### config.mk
export PLATFORM = sky130hd
export DESIGN_NAME = gbc_key_regs_flat
export DESIGN_NICKNAME = d
export VERILOG_FILES = /design/src/design/gbc_pkg.sv /design/src/design/gbc_if.sv /design/src/design/gbc_key_regs.sv /design/src/flat_wrapper.sv
export SDC_FILE = /design/constraint.sdc
export NUM_CORES = 1
export LEC_CHECK = 0
export ABC_CLOCK_PERIOD_IN_PS = 2100
export BUFFER_PORTS_ARGS = -buffer_cell sky130_fd_sc_hd__buf_2
export CAP_MARGIN = 0
export CORE_UTILIZATION = 52
export CTS_BUF_LIST = sky130_fd_sc_hd__clkbuf_16
export DETAILED_ROUTE_END_ITERATION = 8
export GPL_TIMING_DRIVEN = 0
export HOLD_SLACK_MARGIN = 0.1
export PLACE_DENSITY = 0.81
export SETUP_SLACK_MARGIN = 0.2
export SYNTH_ARGS = -nofsm -noshare
export SYNTH_HDL_FRONTEND = slang
export SYNTH_SLANG_ARGS = --single-unit
### constraint.sdc
create_clock -name clk_i -period 2.1 [get_ports clk_i]
set_clock_uncertainty 0.05 [all_clocks]
set_input_delay 0.21 -clock clk_i [delete_from_list [all_inputs] [get_ports clk_i]]
set_output_delay 0.21 -clock clk_i [all_outputs]
set_load 0.01 [all_outputs]
### src/design/gbc_pkg.sv
// Shared types, constants and round functions for the GOST 28147-89 cipher core.
// No dependencies; every other file of the core imports this package.
`timescale 1ns / 1ps

package gbc_pkg;

  localparam int WordWidth    = 32;
  localparam int BlockWidth   = 2 * WordWidth;
  localparam int NumKeyWords  = 8;
  localparam int KeyIdxWidth  = $clog2(NumKeyWords);
  localparam int CfgIdxWidth  = KeyIdxWidth + 1;
  localparam int NumRounds    = 32;
  localparam int RoundWidth   = $clog2(NumRounds);
  localparam int NumNibbles   = WordWidth / 4;
  localparam int RotateAmount = 11;

  typedef logic [WordWidth-1:0] word_t;
  typedef logic [NumKeyWords-1:0][WordWidth-1:0] key_bank_t;

  typedef enum logic {
    ModeEncrypt = 1'b0,
    ModeDecrypt = 1'b1
  } mode_e;

  // Data that travels from one round cell to the next.
  typedef struct packed {
    mode_e mode;
    word_t left;
    word_t right;
  } stage_t;

  localparam logic [3:0] Sbox [NumNibbles][16] = '{
    '{4'd4,  4'd10, 4'd9,  4'd2,  4'd13, 4'd8,  4'd0,  4'd14,
      4'd6,  4'd11, 4'd1,  4'd12, 4'd7,  4'd15, 4'd5,  4'd3},
    '{4'd14, 4'd11, 4'd4,  4'd12, 4'd6,  4'd13, 4'd15, 4'd10,
      4'd2,  4'd3,  4'd8,  4'd1,  4'd0,  4'd7,  4'd5,  4'd9},
    '{4'd5,  4'd8,  4'd1,  4'd13, 4'd10, 4'd3,  4'd4,  4'd2,
      4'd14, 4'd15, 4'd12, 4'd7,  4'd6,  4'd0,  4'd9,  4'd11},
    '{4'd7,  4'd13, 4'd10, 4'd1,  4'd3,  4'd15, 4'd4,  4'd2,
      4'd11, 4'd6,  4'd9,  4'd8,  4'd14, 4'd5,  4'd12, 4'd0},
    '{4'd6,  4'd12, 4'd7,  4'd1,  4'd5,  4'd15, 4'd13, 4'd8,
      4'd4,  4'd10, 4'd9,  4'd14, 4'd0,  4'd3,  4'd11, 4'd2},
    '{4'd4,  4'd11, 4'd10, 4'd0,  4'd7,  4'd2,  4'd1,  4'd13,
      4'd3,  4'd6,  4'd8,  4'd5,  4'd9,  4'd12, 4'd15, 4'd14},
    '{4'd13, 4'd11, 4'd4,  4'd1,  4'd3,  4'd15, 4'd5,  4'd9,
      4'd0,  4'd10, 4'd14, 4'd7,  4'd6,  4'd8,  4'd2,  4'd12},
    '{4'd1,  4'd15, 4'd13, 4'd0,  4'd5,  4'd7,  4'd10, 4'd4,
      4'd9,  4'd2,  4'd3,  4'd14, 4'd6,  4'd11, 4'd8,  4'd12}
  };

  // Encryption runs subkeys 0..7 three times, then 7..0; decryption runs
  // 0..7 once, then 7..0 three times. Counting down is the inverted low bits.
  function automatic logic [KeyIdxWidth-1:0] subkey_index(mode_e mode,
                                                          logic [RoundWidth-1:0] rnd);
    logic ascending;
    ascending = (mode == ModeEncrypt) ? !(rnd[RoundWidth-1] && rnd[RoundWidth-2])
                                      : (rnd[RoundWidth-1:RoundWidth-2] == 2'b00);
    return ascending ? rnd[KeyIdxWidth-1:0] : ~rnd[KeyIdxWidth-1:0];
  endfunction

  // Round function: modular add, nibble substitution, rotate left by 11.
  function automatic word_t mix_word(word_t half, word_t subkey);
    word_t sum;
    word_t subst;
    sum = half + subkey;
    for (int n = 0; n < NumNibbles; n++) begin
      subst[4*n +: 4] = Sbox[n][sum[4*n +: 4]];
    end
    return {subst[WordWidth-RotateAmount-1:0], subst[WordWidth-1:WordWidth-RotateAmount]};
  endfunction

endpackage

### src/design/gbc_if.sv


interface gbc_cfg_if import gbc_pkg::*; ();
  logic                   valid;
  logic                   ready;
  logic [CfgIdxWidth-1:0] index;
  logic [WordWidth-1:0]   data;

  modport source (output valid, index, data, input ready);
  modport sink (input valid, index, data, output ready);
endinterface

### src/design/gbc_key_regs.sv
// Eight 32-bit key registers written through the configuration channel.
// Depends on gbc_pkg and gbc_cfg_if.
`timescale 1ns / 1ps

module gbc_key_regs import gbc_pkg::*; (
  input  logic          clk_i,
  input  logic          rst_ni,
  gbc_cfg_if.sink       cfg_i,
  output key_bank_t     keys_o
);

  key_bank_t keys_q;

  assign cfg_i.ready = 1'b1;

  // Writes to an index past the last key word are dropped.
  always_ff @(posedge clk_i or negedge rst_ni) begin
    if (!rst_ni) begin
      keys_q <= '0;
    end else if (cfg_i.valid && (cfg_i.index < CfgIdxWidth'(NumKeyWords))) begin
      keys_q[cfg_i.index[KeyIdxWidth-1:0]] <= cfg_i.data;
    end
  end

  assign keys_o = keys_q;

endmodule

### src/flat_wrapper.sv
// flat-port wrapper written by rule: the top's interface ports become plain ports
module gbc_key_regs_flat import gbc_pkg::*;
  (clk_i, rst_ni, keys_o, cfg_i_valid, cfg_i_index, cfg_i_data, cfg_i_ready);
  gbc_cfg_if cfg_i_i ();
  input  logic clk_i;
  input  logic rst_ni;
  output key_bank_t keys_o;
  input wire logic [$bits(cfg_i_i.valid)-1:0] cfg_i_valid;
  input wire logic [$bits(cfg_i_i.index)-1:0] cfg_i_index;
  input wire logic [$bits(cfg_i_i.data)-1:0] cfg_i_data;
  output wire logic [$bits(cfg_i_i.ready)-1:0] cfg_i_ready;
  assign cfg_i_i.valid = cfg_i_valid;
  assign cfg_i_i.index = cfg_i_index;
  assign cfg_i_i.data = cfg_i_data;
  assign cfg_i_ready = cfg_i_i.ready;
  gbc_key_regs u_core (.clk_i(clk_i), .rst_ni(rst_ni), .cfg_i(cfg_i_i), .keys_o(keys_o));
endmodule
* Word level (Yosys, flattened, before mapping) *
Cells that the tools add are included.

word-level totals
  input bits = 39
  register bits after elaboration = 256
  logic and storage cells = 16

operators by class
  order comparisons = 3
  muxes and demuxes = 3
  reductions and logical operators = 2

operators with widths
  cell                  number
  $bwmux W256           1
  $demux W32 S3         1
  $mux W32              1
  $lt A3 B4 Y1 const B  1
  $lt A4 B4 Y1 const B  1
  $ge A3 B1 Y1 const B  1
  $logic_and A1 B1 Y1   2

* Longest topological paths before layout *
  word-level depth = 5
  mapped depth = 5

* Least setup slack after synthesis *
OpenSTA, ideal clock, no wires.

  kind = input to register
  start point = input port cfg_i_index[0]
  end point = register u_core.keys_q, in the netlist u_core.keys_o[193]
  slack = 0.704 ns
  stages = 5
  arrival = 1.221 ns
  buffers on the path = 2
  required time = 1.925 ns
  cells stage by stage = nor3b_4 -> nor2b_1 -> buf_2 -> buf_6 -> mux2_2

between the ends
  longest elaborated chain between the ends = 5
  elaborated cells on any way between the ends = 8
  those cells by class = order compare: 3; mux: 3; reduce/logical: 2

ends and longest elaborated chain
  what                                                                RTL line            RTL
  start: declaration                                                  flat_wrapper.sv:9   input wire logic [$bits(cfg_i_i.index)-1:0] cfg_i_index;
  $lt A3 B4 Y1 (implied by the code) or $ge A3 B1 Y1 (tied branches)  gbc_key_regs.sv:21  keys_q[cfg_i.index[KeyIdxWidth-1:0]] <= cfg_i.data;
  $logic_and A1 B1 Y1 (implied by the code)                           gbc_key_regs.sv:21
  $mux W32 (implied by the code)                                      gbc_key_regs.sv:21
  $demux W32 S3                                                       n/a
  $bwmux W256                                                         gbc_key_regs.sv:21
  end signal: indexed assignment                                      gbc_key_regs.sv:21
  end: declaration                                                    gbc_key_regs.sv:12  key_bank_t keys_q;

Several ways; a longest one is shown, not always the timed one.
A chain may end at the register's enable or synchronous reset.

==> impl_metrics.json <==
{
  "grt.total_usage_pct": 25.3,
  "power.density_nw_per_um2": 1130,
  "report.final.slew_viol_count": 0,
  "start_kind": "primary input",
  "ys_types": 15,
  "start_util_pct": 53.4,
  "required_ps": 2650,
  "hold_ws_ps": 121,
  "max_slew_margin_pct": 61.3,
  "clockBufferDepth": 3,
  "ys_warn_count": 0,
  "num_vias": 6045,
  "hold_violations": 0,
  "vdd_drop_max_mv": 0.789,
  "worstMarginPinSlew_ps": 580,
  "syn_area_um2": 9630,
  "drtAntennaViolNets": 0,
  "firstDrtPassIters": 4,
  "detailed_place_hpwl_um": 15900,
  "drtIter0Drc": 170,
  "clock_latency_ps": 510,
  "cp-end-kind": "async pin",
  "cts_setup_buffers": 0,
  "p_leak_nw": 6.27,
  "syn_avg_cell_area_um2": 17.4,
  "die_x_um": 138,
  "switching_share_pct": 28.3,
  "worst_ep_arrival_time_ps": 2100,
  "hold_buffers": 33,
  "crit_type": "primary input to async pin",
  "cts_buffers": 27,
  "grt_pass1_vias": 6569,
  "htreeDepth": 1,
  "p_int_w": 0.0102,
  "tritoncts": "built",
  "clockRootBuffer": "clkbuf_16",
  "finalPower_w": 0.0142,
  "largest_register_ffs": 256,
  "rsz0062_at_grt": "false",
  "pwr-share-seq_pct": 46.7,
  "routed_wl_um": 23600,
  "fin_crit_ps": 1550,
  "fin_crit_sh_pct": 73.9,
  "p_comb_share_pct": 23.6,
  "finalSetupViolCount": 0,
  "hold_class": "primary input to async pin",
  "crit_path_max_fanout": 115,
  "layout-drive-gt1-share_pct": 65.9,
  "portBuffers": 294,
  "clock_power_share_pct": 29.6,
  "viasPerCell": 5.24,
  "yosysSeqAreaShare_pct": 66.5,
  "status": "finished clean",
  "clk_pin_slew_worst_paths_ps": 60,
  "grt_max_degree": 116,
  "maxCapViolCount": 0,
  "die_y_um": 138,
  "drc_errors": 0,
  "die_area_um2": 19100,
  "grt_pass1_wl_um": 37800,
  "num_antenna_cells": 0,
  "setup_ws_ps": 549,
  "nNetsFinal": 949,
  "syn_nets": 591,
  "cts.sinks": 256,
  "ys_ff_latch": 256,
  "core_um2": 18000,
  "syn2layout_area_growth_pct": 30.4,
  "ios": 296,
  "antenna_found_initial": 0,
  "dp_slack_ps": 246,
  "p_switching_w": 0.00402,
  "cts_resized": 0,
  "wl_per_cell_um": 20.5,
  "fmax_mhz": 645,
  "syn_inst": 552,
  "grt_overflow": 0,
  "gp_congestion": 0.768,
  "row_count": 49
}
metrics by stage:
step / TNS, ps / instances / area [um^2] / utilization (%)
after floorplan: 0 / 552 / 9630 / -
after global placement: -952110 / 1075 / 11400 / 63.2
after detailed placement: 0 / 1077 / 11500 / 63.5
after CTS: 0 / 1153 / 12600 / 69.6
after global routing: 0 / 1153 / 12600 / 69.6
final: 0 / 1153 / 12600 / 69.6
power by group through the flow:
stage | sequential (W) | combinational [W] | clock (W)
after detailed placement | 0.00670 | 0.00333 | 0
after floorplan | 0.00726 | 0.00104 | 0
after global routing | 0.00679 | 0.00358 | 0.00448
final | 0.00664 | 0.00336 | 0.00421
after CTS | 0.00663 | 0.00339 | 0.00431
after global placement | 0.00664 | 0.00324 | 0
per-layer routing:
metal | share of wire (%) | vias up | track usage, %
li1 | - | 2675 | -
met1 | 41 | 3099 | 31.9
met2 | 49 | 227 | 42.6
met3 | 6.5 | 44 | 6.34
met4 | 3.0 | 0 | 8.62
met5 | 0 | - | 0
placed cells by master, fill, tap and decap left out:
master / netlist / layout
buf_2: 10 / 303
dfrtp_1: 256 / 256
mux2_2: 250 / 250
dlygate4sd3_1: 0 / 33
clkbuf_16: 0 / 27
buf_6: 9 / 9
inv_1: 0 / 9
buf_4: 7 / 7
mux2_1: 6 / 6
clkinv_1: 0 / 4
nor3b_4: 3 / 3
nand2_1: 2 / 2
nor2_1: 2 / 2
nand3b_2: 2 / 2
buf_16: 0 / 2
nand3b_4: 1 / 1
nand2b_1: 1 / 1
clkbuf_2: 1 / 1
nor2b_1: 1 / 1
conb_1: 1 / 1
clkinvlp_4: 0 / 1
bufinv_16: 0 / 1
clkinv_4: 0 / 1
buf_8: 0 / 1
cell type report:
class	instances	area, um^2
sequential	256	6410
fill	1242	5470
multi-input combinational	269	3010
timing repair buffer	329	1870
clock buffer	27	676
tap	229	287
buffer	27	209
clock inverter	16	95.1
path summary, 6_finish.rpt:
check,from,to,slack [ps],cells past startpoint
hold / removal,rst_ni,u_core.keys_o[125],120,2
hold reg to reg,u_core.keys_o[198],u_core.keys_o[198],430,1
min in group clk_i,cfg_i_index[1],u_core.keys_o[160],130,3
setup reg to reg,u_core.keys_o[38],u_core.keys_o[38],1250,1
max in group clk_i,u_core.keys_o[164],keys_o[164],780,1
setup / recovery,rst_ni,u_core.keys_o[15],550,4
synthesized netlist by cell type (all sizes together):
library cell  instances  area share (%)
buf                  26             2.1
dfrtp               256              67
mux2                256              30
nor2                  2           0.078
conb                  1           0.039
clkbuf                1           0.052
nor2b                 1           0.065
nand3b                3            0.44
nand2                 2           0.078
nand2b                1           0.065
nor3b                 3            0.58
logic make-up (layout without fill, tap and decap cells):
kind of cell  count (synthesis)  in the layout  share of synthesized area (%)
buf+inv                      27            399                           2.17
flops                       256            256                           66.5
mux                         256            256                           29.9
other cells                   1              1                         0.0389
simple gates                 12             12                           1.31
critical path, stage by stage:
cell	delay [ps]
dlygate4sd3_1	570
buf_8	300
buf_16	430
buf_16	460
No activity file was read; power rests on OpenSTA's default activity.
