===== config.mk =====
export PLATFORM = sky130hd
export DESIGN_NAME = gbc_round_cell
export DESIGN_NICKNAME = d
export VERILOG_FILES = /design/src/design/gbc_pkg.sv /design/src/design/gbc_round_cell.sv
export SDC_FILE = /design/constraint.sdc
export NUM_CORES = 1
export LEC_CHECK = 0
export BUFFER_PORTS_ARGS = -buffer_cell sky130_fd_sc_hd__buf_2
export CORE_AREA = 2 2 154 156
export CTS_CLUSTER_DIAMETER = 200
export DETAILED_ROUTE_END_ITERATION = 10
export DIE_AREA = 0 0 156 158
export PLACE_DENSITY_LB_ADDON = 0.12
export SYNTH_ARGS = -nofsm -noshare
export SYNTH_HDL_FRONTEND = slang
export SYNTH_SLANG_ARGS = --single-unit

===== constraint.sdc =====
create_clock -name clk_i -period 3.55 [get_ports clk_i]
set_input_delay 0.71 -clock clk_i [delete_from_list [all_inputs] [get_ports clk_i]]
set_output_delay 0.71 -clock clk_i [all_outputs]
set_load 0.05 [all_outputs]

===== src/design/gbc_pkg.sv =====
// Shared types, constants and round functions for the GOST 28147-89 cipher core.
// No dependencies; every other file of the core imports this package.
`timescale 1ns / 1ps

package gbc_pkg;

  localparam int WordWidth    = 32;
  localparam int BlockWidth   = 2 * WordWidth;
  localparam int NumKeyWords  = 8;
  localparam int KeyIdxWidth  = $clog2(NumKeyWords);
  localparam int CfgIdxWidth  = KeyIdxWidth + 1;
  localparam int NumRounds    = 32;
  localparam int RoundWidth   = $clog2(NumRounds);
  localparam int NumNibbles   = WordWidth / 4;
  localparam int RotateAmount = 11;

  typedef logic [WordWidth-1:0] word_t;
  typedef logic [NumKeyWords-1:0][WordWidth-1:0] key_bank_t;

  typedef enum logic {
    ModeEncrypt = 1'b0,
    ModeDecrypt = 1'b1
  } mode_e;

  // Data that travels from one round cell to the next.
  typedef struct packed {
    mode_e mode;
    word_t left;
    word_t right;
  } stage_t;

  localparam logic [3:0] Sbox [NumNibbles][16] = '{
    '{4'd4,  4'd10, 4'd9,  4'd2,  4'd13, 4'd8,  4'd0,  4'd14,
      4'd6,  4'd11, 4'd1,  4'd12, 4'd7,  4'd15, 4'd5,  4'd3},
    '{4'd14, 4'd11, 4'd4,  4'd12, 4'd6,  4'd13, 4'd15, 4'd10,
      4'd2,  4'd3,  4'd8,  4'd1,  4'd0,  4'd7,  4'd5,  4'd9},
    '{4'd5,  4'd8,  4'd1,  4'd13, 4'd10, 4'd3,  4'd4,  4'd2,
      4'd14, 4'd15, 4'd12, 4'd7,  4'd6,  4'd0,  4'd9,  4'd11},
    '{4'd7,  4'd13, 4'd10, 4'd1,  4'd3,  4'd15, 4'd4,  4'd2,
      4'd11, 4'd6,  4'd9,  4'd8,  4'd14, 4'd5,  4'd12, 4'd0},
    '{4'd6,  4'd12, 4'd7,  4'd1,  4'd5,  4'd15, 4'd13, 4'd8,
      4'd4,  4'd10, 4'd9,  4'd14, 4'd0,  4'd3,  4'd11, 4'd2},
    '{4'd4,  4'd11, 4'd10, 4'd0,  4'd7,  4'd2,  4'd1,  4'd13,
      4'd3,  4'd6,  4'd8,  4'd5,  4'd9,  4'd12, 4'd15, 4'd14},
    '{4'd13, 4'd11, 4'd4,  4'd1,  4'd3,  4'd15, 4'd5,  4'd9,
      4'd0,  4'd10, 4'd14, 4'd7,  4'd6,  4'd8,  4'd2,  4'd12},
    '{4'd1,  4'd15, 4'd13, 4'd0,  4'd5,  4'd7,  4'd10, 4'd4,
      4'd9,  4'd2,  4'd3,  4'd14, 4'd6,  4'd11, 4'd8,  4'd12}
  };

  // Encryption runs subkeys 0..7 three times, then 7..0; decryption runs
  // 0..7 once, then 7..0 three times. Counting down is the inverted low bits.
  function automatic logic [KeyIdxWidth-1:0] subkey_index(mode_e mode,
                                                          logic [RoundWidth-1:0] rnd);
    logic ascending;
    ascending = (mode == ModeEncrypt) ? !(rnd[RoundWidth-1] && rnd[RoundWidth-2])
                                      : (rnd[RoundWidth-1:RoundWidth-2] == 2'b00);
    return ascending ? rnd[KeyIdxWidth-1:0] : ~rnd[KeyIdxWidth-1:0];
  endfunction

  // Round function: modular add, nibble substitution, rotate left by 11.
  function automatic word_t mix_word(word_t half, word_t subkey);
    word_t sum;
    word_t subst;
    sum = half + subkey;
    for (int n = 0; n < NumNibbles; n++) begin
      subst[4*n +: 4] = Sbox[n][sum[4*n +: 4]];
    end
    return {subst[WordWidth-RotateAmount-1:0], subst[WordWidth-1:WordWidth-RotateAmount]};
  endfunction

endpackage


===== src/design/gbc_round_cell.sv =====
// One Feistel round of the cipher, registered, with its own valid bit.
// Depends on gbc_pkg; instantiated 32 times in a chain by the top level.
`timescale 1ns / 1ps

module gbc_round_cell import gbc_pkg::*; (
  input  logic                  clk_i,
  input  logic                  rst_ni,
  input  logic [RoundWidth-1:0] round_i,
  input  key_bank_t             keys_i,
  input  logic                  valid_i,
  input  stage_t                data_i,
  output logic                  ready_o,
  output logic                  valid_o,
  output stage_t                data_o,
  input  logic                  ready_i
);

  logic   valid_q, valid_d;
  stage_t data_q, data_d;
  word_t  subkey;
  logic   load;

  assign subkey  = keys_i[subkey_index(data_i.mode, round_i)];
  assign ready_o = !valid_q || ready_i;
  assign load    = valid_i && ready_o;

  always_comb begin
    data_d.mode  = data_i.mode;
    data_d.left  = data_i.right;
    data_d.right = data_i.left ^ mix_word(data_i.right, subkey);
    valid_d      = load || (valid_q && !ready_i);
  end

  always_ff @(posedge clk_i or negedge rst_ni) begin
    if (!rst_ni) begin
      valid_q <= 1'b0;
    end else begin
      valid_q <= valid_d;
    end
  end

  // Payload needs no reset; it is qualified by the valid bit.
  always_ff @(posedge clk_i) begin
    if (load) begin
      data_q <= data_d;
    end
  end

  assign valid_o = valid_q;
  assign data_o  = data_q;

  a_stall_holds : assert property (@(posedge clk_i) disable iff (!rst_ni)
    valid_q && !ready_i |=> valid_q && $stable(data_q))
    else $error("round cell lost or changed a stalled block");

  a_load_sets_valid : assert property (@(posedge clk_i) disable iff (!rst_ni)
    valid_i && ready_o |=> valid_q)
    else $error("round cell dropped a block it took");

  a_drain_clears : assert property (@(posedge clk_i) disable iff (!rst_ni)
    valid_q && ready_i && !valid_i |=> !valid_q)
    else $error("round cell repeated a block after its transfer");

endmodule


Word level (Yosys, flattened, before mapping)
Memories as Yosys holds them, arrays and structs flattened.
Cells that the tools add are included.
- muxes and demuxes: 20
- multipliers: 0
- div/mod/pow operators: 0
- order comparisons: 9
- reduce and logical (&&, ||, !) cells: 9
- bitwise operators: 10
- $add $sub $neg: 1
- eq/ne operators: 0
- shifts and indexed selects: 0
- operators with widths (kind ; count):
    32-bit binary-select mux with 3-bit select ; 1
    4-bit two-way mux ; 16
    5-bit >= comparator (second input constant) ; 8
    4-bit inverter with 5-bit output ; 8
    32-bit adder ; 1
    32-bit two-way mux ; 1
    32-bit XOR ; 1
    3-bit by 4-bit less-than comparator with 1-bit output (second input constant) ; 1
    1-bit logical AND ; 3
    1-bit logical NOT ; 3
    3-bit two-way mux ; 1
    3-bit inverter ; 1
    2-bit logical NOT ; 1
    1-bit logical OR ; 2
    1-bit two-way mux ; 1
- word-level logic and storage cells: 61
- bits in writable memories: 0
- flip-flop bits (word level): 66
- output and inout port bits: 67
- memories: 8
- ROM bits: 512
- input bits: 330
- bits in latches: 0
- memory list (memory ; words ; bits a word ; rd ports ; clocked after memory_dff ; write ports ; RTL line ; RTL):
    (name not given) ; 16 ; 4 ; 1 ; 0 ; 0 ; gbc_pkg.sv:67 ; subst[4*n +: 4] = Sbox[n][sum[4*n +: 4]];
    (name not given) ; 16 ; 4 ; 1 ; 0 ; 0 ; gbc_pkg.sv:67 ;
    (name not given) ; 16 ; 4 ; 1 ; 0 ; 0 ; gbc_pkg.sv:67 ;
    (name not given) ; 16 ; 4 ; 1 ; 0 ; 0 ; gbc_pkg.sv:67 ;
    (name not given) ; 16 ; 4 ; 1 ; 0 ; 0 ; gbc_pkg.sv:67 ;
    (name not given) ; 16 ; 4 ; 1 ; 0 ; 0 ; gbc_pkg.sv:67 ;
    2 more memories ; n/a ; n/a ; n/a ; n/a ; n/a ; n/a ;

Depth between registers and ports, before layout
Gate-level depths: netlist (run 1).
- depth in word-level cells: 12
- gate-level depth with buffers: 20
- gate-level depth less buffers: 18

Worst setup path before layout (run 1)
Ideal clock, no wire load.
- path kind: in2reg
- from: input port data_i[64] (netlist name)
- to: register data_q (netlist bit data_o[9]) (data pin)
- setup time: 258 ps
- stages: 18
- data arrival time: 5619 ps
- required time: 3292 ps
- path buffers: 2
- slack: -2327 ps
- cells stage by stage: maj3_2 -> xnor2_1 -> buf_2 -> mux4_2 -> mux2_2 -> ha_1 -> buf_2 -> a21o_1 -> a31oi_1 -> o22ai_1 -> or4b_4 -> a31oi_1 -> o21ai_1 -> xnor2_1 -> inv_1 -> ha_1 -> mux4_2 -> xnor2_1
- RTL lines (item ; RTL line ; RTL):
    start: declaration ; gbc_round_cell.sv:11 ; input stage_t data_i,
    end signal: assignment ; gbc_round_cell.sv:45 ; data_q <= data_d;
    end: declaration ; gbc_round_cell.sv:19 ; stage_t data_q, data_d;

==> results by group, run 1 <==
Drt
  – Antenna viol nets, final: 0
  – Via count: 7875
  – Routed wire length: 31600 µm
  – Pre-Repair DR Iteration Count: 4
  – DRC violations left: 0
  – Drt wl/cell: 20.2 µm
  – DR iter-0 viols: 308
  – Drt via density: 5.03

Synth
  – Cell Area, Synth: 0.00759 mm²
  – Syn_area_per_cell: 12.0 µm²
  – Gate Count Post-Synth: 633
  – Ys flop type: edfxtp_1
  – Post-synth EDFFs: 65
  – Post-synthesis net count: 1038
  – Yosys cell types: 59
  – Register area share after synthesis: 0.261
  – Yosys warns: 0
  – Flops & latches, synth: 66
  – Fraction of registers with async set/reset: 0.0152

Floorplanning
  – DIE HEIGHT: 158 µm
  – Placeable Area: 0.0231 mm²
  – IO Pins: 397
  – Die width: 156 µm
  – FP Rows: 56
  – Die ar.: 0.0246 mm²
  – Initial Utilization: 0.329

Setup path
  – CP arrival: 5350 ps
  – Reg2Reg Depth: 2
  – Critical Path Fanout Max: 5
  – WS Path Type: input port to register
  – FF-to-FF End: data_o[13]
  – CP startpoint kind: input port
  – Req. time, crit path: 3650 ps
  – R2R setup slack: 1850 ps
  – CP Launch Point: round_i[4]
  – Crit end category: register
  – Critical R2R Launch: valid_o

STA
  – Slew Limit Fails: 0
  – Tmin final: 5250 ps
  – Final Cycle Share: 1.48
  – Worst Tran Pin Value: 959 ps
  – Hold Vio Cnt, Final: 0
  – Layout Skew: 8.48 ps
  – RSZ-0062 raised after global routing: true
  – Setup ws final: -1700 ps
  – Hold slack: 124 ps
  – Max Fclk: 191 MHz
  – # setup viols final: 32
  – Worst slew margin: 0.361

CTS
  – CTS Root Buffer Type: clkbuf_16
  – TritonCTS Sinks: 66
  – CTS max path bufs: 2
  – CTS tree: done
  – Cts hold-fix bufs: 0
  – CTS HTree Levels: 3
  – Total CTS buffers: 9
  – Clock Latency Late Sink: 340 ps
  – Clock transition at the registers of the reported paths: 60 ps

Finish
  – Nets: 1668
  – Footprint of the multi-input gates: 0.00675 mm²
  – Design area: 0.0138 mm²
  – Area grow syn2layout: 81.9%
  – Most frequent cells in the layout: buf_2, buf_4, mux4_2
  – Layout cells sized above 1: 0.742
  – Register Area: 0.00198 mm²
  – Final Non-Filler Cells: 1565
  – Most common cell after layout, fill and taps aside: buf_2
  – # fillers: 1943

Power
  – PD cells: 746 mW/mm²
  – VDD IR max: 0.324 mV
  – Leakage: 6.16 nW

Place
  – GPL Wtd Cong: 0.982
  – DP Area: 0.0116 mm²
  – Post-DP HPWL: 25500 µm
  – Dpl ws: -2230 ps
  – Port Buffer Count: 396
  – Placed Cells: 1491

Run status
  – Status: complete, but fails checks
  – Failing checks: negative setup slack

Global routing
  – First-pass GRT wire length: 45300 µm
  – Initial antenna violation count: 9
  – Vias in the first global route: 8062
  – Gr ovfl total: 0
  – GRT Resource Usage Total: 0.247
  – Largest net degree at the start of global routing: 66

Job
  – Max cap viols: 0

Worst hold path
  – Worst hold path class: input port to async pin
-- sequential cells by signal, summed over array words and instances (netlist names) --
name	cells
valid_o	1
data_o	65
-- worst max path at each step --
stage / to / cells after the start / slack [ps]
floorplan: data_o[9] / 18 / -1980
global placement: data_o[9] / 19 / -2200
detailed placement: data_o[9] / 19 / -2230
CTS: data_o[1] / 22 / -1690
global route: data_o[10] / 23 / -1870
finish: data_o[9] / 21 / -1700
-- cell families (layout without fill, tap and decap cells) --
family,after synthesis,count (layout),synth area share
AOI/OAI and AO/OA,127,127,0.120
xor gates and xnor gates,68,68,0.0824
adders and majority gates,76,76,0.126
buffers and inverters,60,695,0.0340
DFF,66,66,0.261
muxes,128,128,0.303
other,0,7,0
and+or+nand+nor,108,108,0.0737
-- routing by layer --
metal	share of wire	wire length, µm	vias up	GRT usage
met3	0.062	1970	36	0.0690
met1	0.40	12800	3839	0.297
met2	0.52	16300	240	0.435
li1	-	-	3756	-
met4	0.016	504	4	0.0673
met5	0.0010	32	-	0
-- power breakdown --
group	internal (W)	switching, W
Sequential	0.00123	0.0000451
Combinational	0.00411	0.00391
Clock	0.000614	0.000383
Total	0.00595	0.00434
-- synth_stat cells (all sizes together) (3+ instances only) --
cell | n | area [µm²]
ha | 74 | 926
buf | 14 | 85.1
o21a | 10 | 75.1
nor2 | 28 | 105
xnor2 | 46 | 433
mux2i | 15 | 150
o21bai | 6 | 45.0
a211o | 4 | 35.0
a31oi | 6 | 37.5
nand4 | 9 | 56.3
o211ai | 6 | 45.0
a21oi | 30 | 154
mux4 | 78 | 1760
nand3 | 9 | 45.0
nor2b | 6 | 37.5
nand2 | 24 | 95.1
clkbuf | 14 | 52.6
a21o | 16 | 120
nand3b | 5 | 37.5
and3 | 3 | 18.8
xor2 | 22 | 193
mux2 | 35 | 394
nor3 | 5 | 25.0
or3 | 3 | 18.8
nor3b | 3 | 22.5
o31ai | 5 | 65.1
edfxtp | 65 | 1950
a211oi | 9 | 67.6
inv | 32 | 120
and2 | 5 | 31.3
o21ai | 21 | 113
-- area by class of cell --
cell class | count | share of cell area
Timing Repair Buffer | 647 | 0.308
Multi-Input combinational cell | 507 | 0.489
Inverter | 32 | 0.00888
Antenna cell | 7 | 0.00127
Clock buffer | 9 | 0.0163
Clock inverter | 7 | 0.00671
Sequential cell | 66 | 0.143
Tap cell | 290 | 0.0263
-- timing repair --
item | CTS | global route
pin swaps | 38 | 72
gates cloned | 3 | 0
endpoints found under the hold margin | 0 | 0
buffers inserted | 19 | 39
endpoints found under the setup margin | 32 | 32
gates resized for setup | 120 | 146
-- metrics by stage --
step,util,power [W],setup TNS (ps)
after floorplan,-,0.00538,-46550
after global placement,0.504,0.00748,-54950
after detailed placement,0.504,0.00754,-56170
after CTS,0.558,0.00933,-40580
after global routing,0.598,0.0110,-44650
final,0.599,0.0103,-40320
-- critical path, cell delays in order --
cell     delay, ps
buf_6          100
maj3_4         360
xnor2_4        160
buf_12         140
buf_12         110
buf_16         130
buf_12         110
mux4_2         470
mux2_4         310
ha_4           240
a21o_1         190
a31oi_2        170
nand2_1         80
or4b_4         550
a31oi_1        160
o21ai_1         90
xnor2_1        250
inv_2          140
ha_4           260
mux4_2         470
xnor2_1        130
No activity file was read; power rests on OpenSTA's default activity.
==> run 2, diff against run 1 <==
==> constraint.sdc (replaced) <==
create_clock -name clk_i -period 3.55 [get_ports clk_i]
set_input_delay 0.1775 -clock clk_i [delete_from_list [all_inputs] [get_ports clk_i]]
set_output_delay 0.1775 -clock clk_i [all_outputs]
set_load 0.05 [all_outputs]
==> run 2 against run 1 <==
Compared with the run above:
- combinational power fell by 8.7%
- the run still ends with negative setup slack left
- critical path type unchanged
- sequential share of layout area rose by 0.78 points
- largest cell class unchanged
- setup slack improved by 580 ps
- non-clock buffer count fell by 22
==> results by group, run 2 (synthesized netlist as in run 1, its figures left out) <==
Setup path
  – Req. time, crit path: 3650 ps (about the same)
  – Critical Path Fanout Max: 6 (+1)
  – Crit end category: register
  – CP arrival: 4770 ps (-580 ps)
  – WS Path Type: input port to register
  – CP startpoint kind: input port
  – Reg2Reg Depth: 2 (unchanged)

Job
  – Max cap viols: 0 (unchanged)

Floorplanning
  – Die width: 156 µm (unchanged)
  – DIE HEIGHT: 158 µm (unchanged)
  – IO Pins: 397 (unchanged)
  – FP Rows: 56 (unchanged)
  – Initial Utilization: 0.329 (unchanged)
  – Die ar.: 0.0246 mm² (unchanged)
  – Placeable Area: 0.0231 mm² (unchanged)

Drt
  – Pre-Repair DR Iteration Count: 4 (unchanged)
  – DR iter-0 viols: 333 (+8.1%)
  – Routed wire length: 30600 µm (-3.2%)
  – Drt wl/cell: 19.8 µm (-1.9%)
  – Drt via density: 5.06 (+0.64%)
  – Antenna viol nets, final: 0 (unchanged)
  – Via count: 7819 (-0.71%)
  – DRC violations left: 0 (unchanged)

CTS
  – CTS max path bufs: 2 (unchanged)
  – Clock transition at the registers of the reported paths: 60 ps (about the same)
  – Clock Latency Late Sink: 350 ps (about the same)
  – Total CTS buffers: 9 (unchanged)
  – TritonCTS Sinks: 66 (unchanged)
  – CTS HTree Levels: 3 (unchanged)
  – CTS tree: done
  – CTS Root Buffer Type: clkbuf_16

STA
  – Layout Skew: 7.72 ps (-0.757 ps)
  – Max Fclk: 214 MHz (+13%)
  – Worst slew margin: 0.363 (+0.00210)
  – Worst Tran Pin Value: 956 ps (-3.15 ps)
  – Tmin final: 4660 ps (-584 ps)
  – Slew Limit Fails: 0 (unchanged)
  – Setup ws final: -1110 ps (+584 ps)
  – RSZ-0062 raised after global routing: true
  – Hold slack: 19.9 ps (-104 ps)
  – Hold Vio Cnt, Final: 0 (unchanged)
  – Final Cycle Share: 1.31 (-0.165)
  – Setup tns final: -20760 ps (+19560 ps)
  – # setup viols final: 28 (-13%)

Place
  – Port Buffer Count: 396 (unchanged)
  – Placed Cells: 1475 (-1.1%)
  – GPL Wtd Cong: 1.01 (+3.3%)
  – Post-DP HPWL: 25000 µm (-1.8%)

Power
  – Internal power: 0.00539 W (-9.5%)
  – Switching power: 0.00405 W (-6.6%)
  – Clock Power Share: 0.091 (-0.006)
  – Share of power burned in registers: 0.134 (+0.011)
  – PD cells: 721 mW/mm² (-3.3%)
  – VDD IR max: 0.318 mV (-1.8%)
  – Comb power frac: 0.775 (-0.005)
  – Switching Share: 0.429 (+0.00762)
  – Leakage: 5.96 nW (-3.3%)

Global routing
  – Initial antenna violation count: 10 (+1)
  – GRT Resource Usage Total: 0.242 (-0.00493)
  – First-pass GRT wire length: 44700 µm (-1.4%)
  – Gr ovfl total: 0 (unchanged)
  – Largest net degree at the start of global routing: 66 (unchanged)
  – Vias in the first global route: 8010 (-0.65%)

Finish
  – Nets: 1646 (-1.3%)
  – Max reg flops: 65 (unchanged)
  – Layout cells sized above 1: 0.708 (-0.0342)
  – Final Non-Filler Cells: 1544 (-1.3%)
  – Most frequent cells in the layout: buf_2, buf_4, mux4_2
  – Most common cell after layout, fill and taps aside: buf_2
  – Area grow syn2layout: 72.5%

Worst hold path
  – Depth of the worst hold-timing path: 1
  – Worst hold path class: input port to register

Run status
  – Status: complete, but fails checks
  – Failing checks: negative setup slack
==> run 2: worst max-delay path, stage by stage <==
cell and delay (ps):
buf_8 100, maj3_4 370, xnor2_4 250, buf_12 190
buf_12 130, mux4_2 490, mux2_4 300, ha_4 240
a21o_1 190, a31oi_4 170, o22ai_2 110, or4b_4 580
a31oi_4 190, o21ai_2 70, xnor2_1 230, inv_2 130
ha_4 240, mux4_2 460, xnor2_1 130
==> run 2: cell type report <==
cell class | instances | area (µm²)
timing repair buffer | 625 | 3960
clock buffer | 9 | 225
clock inverter | 7 | 45.0
inverter | 32 | 120
antenna | 8 | 20.0
tap | 290 | 363
multi-input combinational | 507 | 6380
fill | 2004 | 9960
sequential | 66 | 1980
==> run 2: metal layers <==
metal / global-route usage / vias up / wire [µm]
met2: 0.417 / 292 / 15300
met1: 0.294 / 3751 / 12400
met5: 0 / - / 28
met3: 0.0649 / 54 / 2180
met4: 0.0799 / 4 / 744
li1: - / 3718 / -
==> run 2: repair_timing <==
action	4_1_cts	5_1_grt
resized for setup	136	48
hold buffers	1	0
pin swaps	33	31
gates cloned	4	0
setup buffers	33	13
hold endpoints to repair	1	0
endpoints found under the setup margin	29	31
==> run 2: power groups by stage <==
stage               sequential (W)  combinational [W]  clock, W
floorplan                  0.00202            0.00336         0
global placement           0.00128            0.00608         0
detailed placement         0.00128            0.00617         0
CTS                        0.00127            0.00699  0.000880
global route               0.00129            0.00789  0.000908
finish                     0.00127            0.00732  0.000859
==> run 2: through the flow <==
step | area, µm² | util | setup WS, ps | power [W]
2_1_floorplan | 7840 | - | -1440 | 0.00538
5_1_grt | 13100 | 0.568 | -1250 | 0.0101
6_report | 13100 | 0.568 | -1110 | 0.00944
3_5_place_dp | 11500 | 0.498 | -1670 | 0.00745
3_3_place_gp | 11500 | 0.498 | -1580 | 0.00736
4_1_cts | 12800 | 0.555 | -1110 | 0.00914
==> run 2: path summary, 6_finish.rpt <==
kind | start | endpoint | slack [ps]
max | data_i[64] | data_o[9] | -1110
min | data_i[28] | data_o[60] | 20
max reg2reg | valid_o | data_o[11] | 1850
min reg2reg | valid_o | valid_o | 530
max in group asynchronous | rst_ni | valid_o | 3330
min in group asynchronous | rst_ni | valid_o | 130
